File: src/rtl/c8i_pkg.sv
// Shared types, constants and font table for the CHIP-8 interpreter core.
package c8i_pkg;

    localparam int MEM_AW     = 12;
    localparam int MEM_BYTES  = 4096;
    localparam int PC_W       = 13;
    localparam int SCR_W      = 64;
    localparam int SCR_H      = 32;
    localparam int SCR_YW     = 5;

    localparam logic [11:0] FONT_BASE   = 12'h050;
    localparam logic [11:0] FONT_END    = 12'h0A0;
    localparam logic [11:0] START_RESET = 12'h200;
    localparam logic [31:0] RAND_SEED   = 32'h0000ACE1;
    localparam logic [12:0] PC_LAST     = 13'd4095;

    localparam logic [2:0] OP_LOAD = 3'd0;
    localparam logic [2:0] OP_EXEC = 3'd1;
    localparam logic [2:0] OP_TICK = 3'd2;
    localparam logic [2:0] OP_ROW  = 3'd3;
    localparam logic [2:0] OP_BOX  = 3'd4;

    localparam logic [7:0] FONT [80] = '{
        8'hF0, 8'h90, 8'h90, 8'h90, 8'hF0, 8'h20, 8'h60, 8'h20, 8'h20, 8'h70,
        8'hF0, 8'h10, 8'hF0, 8'h80, 8'hF0, 8'hF0, 8'h10, 8'hF0, 8'h10, 8'hF0,
        8'h90, 8'h90, 8'hF0, 8'h10, 8'h10, 8'hF0, 8'h80, 8'hF0, 8'h10, 8'hF0,
        8'hF0, 8'h80, 8'hF0, 8'h90, 8'hF0, 8'hF0, 8'h10, 8'h20, 8'h40, 8'h40,
        8'hF0, 8'h90, 8'hF0, 8'h90, 8'hF0, 8'hF0, 8'h90, 8'hF0, 8'h10, 8'hF0,
        8'hF0, 8'h90, 8'hF0, 8'h90, 8'h90, 8'hE0, 8'h90, 8'hE0, 8'h90, 8'hE0,
        8'hF0, 8'h80, 8'h80, 8'h80, 8'hF0, 8'hE0, 8'h90, 8'h90, 8'h90, 8'hE0,
        8'hF0, 8'h80, 8'hF0, 8'h80, 8'hF0, 8'hF0, 8'h80, 8'hF0, 8'h80, 8'h80
    };

    typedef enum logic [4:0] {
        ST_INIT, ST_IDLE, ST_DISPATCH, ST_FETCH_CHK, ST_FETCH_HI, ST_FETCH_LO,
        ST_READ_X, ST_READ_Y, ST_READ_V0, ST_EXEC, ST_BCD, ST_STORE_RD,
        ST_STORE_WR, ST_LOAD_RD, ST_LOAD_WR, ST_DRAW_RD, ST_DRAW_WR,
        ST_DRAW_END, ST_FINISH
    } c8i_state_t;

    typedef enum logic [2:0] {
        KIND_NONE, KIND_BCD, KIND_STORE, KIND_LOAD, KIND_DRAW
    } c8i_kind_t;

    typedef struct packed {
        logic [2:0]  operation;
        logic [11:0] address;
        logic [7:0]  data;
        logic [15:0] keys;
        logic [4:0]  row;
    } c8i_in_t;

    typedef struct packed {
        logic [63:0] row_pixels;
        logic [12:0] program_counter;
        logic        waiting_for_key;
        logic [7:0]  delay_value;
        logic        dirty;
        logic [6:0]  dirty_x_min;
        logic [5:0]  dirty_y_min;
        logic [5:0]  dirty_x_max;
        logic [4:0]  dirty_y_max;
    } c8i_out_t;

    typedef struct packed {
        c8i_state_t step;
        logic       accept;
        logic       load_out;
    } c8i_cmd_t;

    typedef struct packed {
        logic       init_done;
        logic [2:0] op;
        c8i_kind_t  kind;
        logic       bcd_last;
        logic       loop_last;
        logic       draw_done;
    } c8i_status_t;

    function automatic logic [7:0] font_byte(input logic [11:0] a);
        logic [11:0] off;
        off = a - FONT_BASE;
        if (a >= FONT_BASE && a < FONT_END) begin
            return FONT[off[6:0]];
        end
        return 8'h00;
    endfunction

endpackage

File: src/rtl/c8i_control.sv
// Controller: sequencing state machine and channel handshakes.
module c8i_control (
    input  logic                 aclk,
    input  logic                 aresetn,
    input  logic                 s_valid,
    output logic                 s_ready,
    output logic                 m_valid,
    input  logic                 m_ready,
    input  c8i_pkg::c8i_status_t st,
    output c8i_pkg::c8i_cmd_t    cmd
);

    c8i_pkg::c8i_state_t state_reg, state_next;
    logic m_valid_reg, m_valid_next;

    always_ff @(posedge aclk) begin
        if (!aresetn) begin
            state_reg   <= c8i_pkg::ST_INIT;
            m_valid_reg <= 1'b0;
        end else begin
            state_reg   <= state_next;
            m_valid_reg <= m_valid_next;
        end
    end

    always_comb begin
        state_next   = state_reg;
        m_valid_next = m_valid_reg && !m_ready;
        s_ready      = 1'b0;
        cmd.step     = state_reg;
        cmd.accept   = 1'b0;
        cmd.load_out = 1'b0;
        unique case (state_reg)
            c8i_pkg::ST_INIT: if (st.init_done) state_next = c8i_pkg::ST_IDLE;
            c8i_pkg::ST_IDLE: begin
                s_ready = 1'b1;
                if (s_valid) begin
                    cmd.accept = 1'b1;
                    state_next = c8i_pkg::ST_DISPATCH;
                end
            end
            c8i_pkg::ST_DISPATCH: begin
                state_next = (st.op == c8i_pkg::OP_EXEC) ? c8i_pkg::ST_FETCH_CHK
                                                         : c8i_pkg::ST_FINISH;
            end
            c8i_pkg::ST_FETCH_CHK: state_next = c8i_pkg::ST_FETCH_HI;
            c8i_pkg::ST_FETCH_HI:  state_next = c8i_pkg::ST_FETCH_LO;
            c8i_pkg::ST_FETCH_LO:  state_next = c8i_pkg::ST_READ_X;
            c8i_pkg::ST_READ_X:    state_next = c8i_pkg::ST_READ_Y;
            c8i_pkg::ST_READ_Y:    state_next = c8i_pkg::ST_READ_V0;
            c8i_pkg::ST_READ_V0:   state_next = c8i_pkg::ST_EXEC;
            c8i_pkg::ST_EXEC: begin
                unique case (st.kind)
                    c8i_pkg::KIND_BCD:   state_next = c8i_pkg::ST_BCD;
                    c8i_pkg::KIND_STORE: state_next = c8i_pkg::ST_STORE_RD;
                    c8i_pkg::KIND_LOAD:  state_next = c8i_pkg::ST_LOAD_RD;
                    c8i_pkg::KIND_DRAW:  state_next = c8i_pkg::ST_DRAW_RD;
                    default:             state_next = c8i_pkg::ST_FINISH;
                endcase
            end
            c8i_pkg::ST_BCD: if (st.bcd_last) state_next = c8i_pkg::ST_FINISH;
            c8i_pkg::ST_STORE_RD: state_next = c8i_pkg::ST_STORE_WR;
            c8i_pkg::ST_STORE_WR: begin
                state_next = st.loop_last ? c8i_pkg::ST_FINISH : c8i_pkg::ST_STORE_RD;
            end
            c8i_pkg::ST_LOAD_RD: state_next = c8i_pkg::ST_LOAD_WR;
            c8i_pkg::ST_LOAD_WR: begin
                state_next = st.loop_last ? c8i_pkg::ST_FINISH : c8i_pkg::ST_LOAD_RD;
            end
            c8i_pkg::ST_DRAW_RD: begin
                state_next = st.draw_done ? c8i_pkg::ST_DRAW_END : c8i_pkg::ST_DRAW_WR;
            end
            c8i_pkg::ST_DRAW_WR:  state_next = c8i_pkg::ST_DRAW_RD;
            c8i_pkg::ST_DRAW_END: state_next = c8i_pkg::ST_FINISH;
            c8i_pkg::ST_FINISH: begin
                // result register free or being emptied this cycle
                if (!m_valid_reg || m_ready) begin
                    cmd.load_out = 1'b1;
                    m_valid_next = 1'b1;
                    state_next   = c8i_pkg::ST_IDLE;
                end
            end
            default: state_next = c8i_pkg::ST_IDLE;
        endcase
    end

    assign m_valid = m_valid_reg;

endmodule

File: config.mk
export PLATFORM = sky130hd
export DESIGN_NAME = c8i_control
export DESIGN_NICKNAME = d
export VERILOG_FILES = /design/src/rtl/c8i_pkg.sv /design/src/rtl/c8i_control.sv
export SDC_FILE = /design/constraint.sdc
export NUM_CORES = 1
export LEC_CHECK = 0
export BUFFER_PORTS_ARGS = -buffer_cell sky130_fd_sc_hd__buf_2
export CAP_MARGIN = 30
export CORE_MARGIN = 1
export CORE_UTILIZATION = 40
export CTS_BUF_LIST = sky130_fd_sc_hd__clkbuf_4 sky130_fd_sc_hd__clkbuf_8
export CTS_CLUSTER_SIZE = 24
export DETAILED_ROUTE_END_ITERATION = 16
export PLACE_DENSITY = 0.68
export SLEW_MARGIN = 20
export SYNTH_ARGS = -nofsm -noshare
export SYNTH_HDL_FRONTEND = slang
export SYNTH_SLANG_ARGS = --single-unit
File: constraint.sdc
create_clock -name aclk -period 1.5 [get_ports aclk]
set_input_delay 0.3 -clock aclk [delete_from_list [all_inputs] [get_ports aclk]]
set_output_delay 0.3 -clock aclk [all_outputs]
set_load 0.01 [all_outputs]
==> out/metrics.csv <==
stage,metric,value,unit
synthesis,syn_inst,84,
sta,rsz0062_at_grt,yes,
drt,ant_nets,0,
pwr,leakagePower,0.4833,nW
cells_and_area,antenna_cells,0,
clock_network,cts.clk_slew.worst_paths,0.05,ns
drt,dr.pass1.iters,10,
global_route,grt_pass1_wl,3.512,mm
synthesis,synth_nets,98,
global_route,groute.usage.overall,25.06,%
global_route,grt_remaining_overflow,0,
synthesis,synth_cell_types,45,
drt,num_vias,841,
die,dieArea,0.001887,mm2
critical_path,crit_required,1.67,ns
cells_and_area,largest_reg_flops,5,
critical_path,cp_data_arrival_time,1.79,ns
critical_path,cp-end-kind,flop,
placement,gp_congestion,0.9177,
synthesis,async_flop_share,0,%
synthesis,synth.yosys.seq_area_share,17.49,%
die,initial_core_util,44.06,%
sta,finalCritPeriodShare,108.1,%
critical_path,crit_chain,"nor3_2, mux2i_1, nand4_1, a41o_1, a21boi_1",
placement,dp_hpwl,1.464,mm
drt,first_iter_violations,28,
critical_path,worstPathMaxFanout,7,
global_route,grt_pass1_vias,774,
global_route,grt_max_degree,9,
placement,place_ws,-0.03812,ns
sta,fmax,0.6166,GHz
run_status,violations,"DRC, setup timing",
synthesis,synth_top_area_share,17.49,%
clock_network,cts.path.max_buffers,2,
synthesis,netlist_area,686.9,um2
sta,slew_violations,0,
clock_network,clock_latency,0.25,ns
critical_path,slowest_stage,dfxtp_4,
sta,finalHoldViolations,0,
clock_network,hold_buffers,0,
sta,worst_pin_slew,0.2961,ns
die,core,0.001559,mm2
synthesis,yosysWarnings,0,
run_status,outcome,"complete, but fails checks",
placement,place_inst,133,
die,die_y,43.44,um
critical_path,critical-path-max-stage-delay,0.37,ns
sta,finalClockSkew,0.01172,ns
drt,wl,2.193,mm
cells_and_area,area_growth,56.83,%
placement,io_buffers,22,
critical_path,path_class,flop to flop,
drt,routed_via_density,5.840,
pwr,ir_drop,0.8223,mV
clock_network,cts_buffers,3,
die,die_x,43.44,um
critical_path,worstSetupStartpointType,flop,
clock_network,cts_htree_levels,1,
sta,setup_viol,5,
drt,post_drt_wl_per_cell,15.23,um
synthesis,yosys-top-cells-area,"dfxtp_1 17%, nand2b_1 4.6%, nor2b_4 4.0%, nor2_1 3.8%, nand3_1 3.6%",
synthesis,ys_ff_latch,6,
pwr,finalPower,1.534,mW
sta,fin_crit,1.622,ns
die,ios,23,
synthesis,synth_area_leader_cell,dfxtp_1,
sta,setup_ws,-0.1217,ns
drt,drcViolationCount,4,
critical_path,rrSetupSlack,-0.12,ns
sta,slew_headroom,80.15,%
synthesis,avgSynthCellArea,8.177,um2
synthesis,synth_edf_count,0,
pwr,powerDensity,1424,mW/mm2
cells_and_area,num-nets-final,144,
hold_path,hp-class,primary input to flop,
flow_run,maxCapViolCount,0,
global_route,antenna_found_initial,0,
clock_network,clkSinkCount,6,
cells_and_area,fin_cells,144,
clock_network,cts_tree,built,
clock_network,cts_root_buf,clkbuf_4,
synthesis,synth_ff_type,dfxtp_1,
cells_and_area,drive_gt1_share,57.81,%
die,core.rowCount,14,
==> path summary, 6_finish.rpt <==
path | start | to | cells after the start
setup / recovery | state_reg[2] | state_reg[4] | 5
hold / removal | aresetn | state_reg[3] | 2
setup reg to reg | state_reg[2] | state_reg[4] | 5
hold reg to reg | state_reg[4] | state_reg[3] | 2
==> power breakdown <==
| part | internal, mW | total [mW] | switching (mW) |
|---|---|---|---|
| Combinational | 0.592 | 1.09 | 0.498 |
| Sequential | 0.210 | 0.289 | 0.0793 |
| Clock | 0.0910 | 0.156 | 0.0648 |
| Total | 0.892 | 1.53 | 0.642 |
==> cell usage in the layout, fill, tap and decap left out, types with 3 or more instances in the layout <==
cell type  synthesis  routed
buf_4              2      19
nor2b_1            4       3
buf_2              1      20
a31oi_1            3       3
buf_6              2       8
clkbuf_4           1       3
nand2b_1           5       5
a211oi_1           3       3
a21oi_1            3       3
o21a_1             3       3
dfxtp_4            0       5
nand3_1            5       3
nor2_1             7       5
==> layout make-up <==
cell class	instances	area, um2
Inverter	1	3.754
Tap cell	16	20.02
Sequential cell	6	138.9
Timing Repair Buffer	47	332.8
Multi-Input combinational cell	71	559.3
Clock buffer	3	22.52
Fill cell	114	481.7
==> stage by stage <==
step / setup TNS, ns / utilization [%] / hold WS [ns] / cell area, um2
CTS: -0.1944 / 66.13 / 0.3147 / 1031
detailed placement: -0.05700 / 57.70 / 0.5780 / 899.6
floorplan: -0.005837 / - / 0.4175 / 695.7
global placement: -0.02977 / 57.70 / 0.5810 / 899.6
finish: -0.3736 / 69.10 / 0.3329 / 1077
global route: -0.8044 / 69.10 / 0.3284 / 1077
==> logic make-up after synthesis <==
family	after synthesis	synth area share [%]
buffers and inverters	7	7.831
DFF	6	17.49
muxes	2	2.915
xor gates and xnor gates	2	2.551
and+or+nand+nor	39	37.16
AOI/OAI and AO/OA	28	32.06
==> layer usage <==
| layer | wire length (um) | share of wire, % | track usage [%] | up-vias |
|---|---|---|---|---|
| met5 | 0 | 0 | 0 | - |
| met4 | 38 | 1.7 | 3.750 | 0 |
| met3 | 137 | 6.2 | 5.000 | 6 |
| met2 | 1038 | 47 | 41.52 | 39 |
| met1 | 978 | 45 | 34.44 | 387 |
| li1 | - | - | - | 409 |
==> critical path, delay by kind of cell, from the launching register on <==
kind / cells / cell delay [ns]
compound gates: 2 / 0.40
simple gates: 2 / 0.50
mux: 1 / 0.27
flops: 1 / 0.37
==> cells in the mapped netlist (2+ instances only) <==
cell      number
a31oi_1        3
nand3_1        5
dfxtp_1        6
nand2_1        2
a211oi_1       3
mux2i_1        2
a21oi_1        3
nor2b_1        4
nor2b_4        2
o21ai_0        2
buf_4          2
nor2_1         7
and3_1         2
o22ai_1        2
nand2b_1       5
o21a_1         3
buf_6          2
nand4_1        2
==> repair_timing <==
action                                  in CTS  in global routing
pin swaps                                    5                  7
buffers inserted                             6                  2
resized for setup                           18                  7
endpoints found under the setup margin       6                  7
No activity file was read; power rests on OpenSTA's default activity.
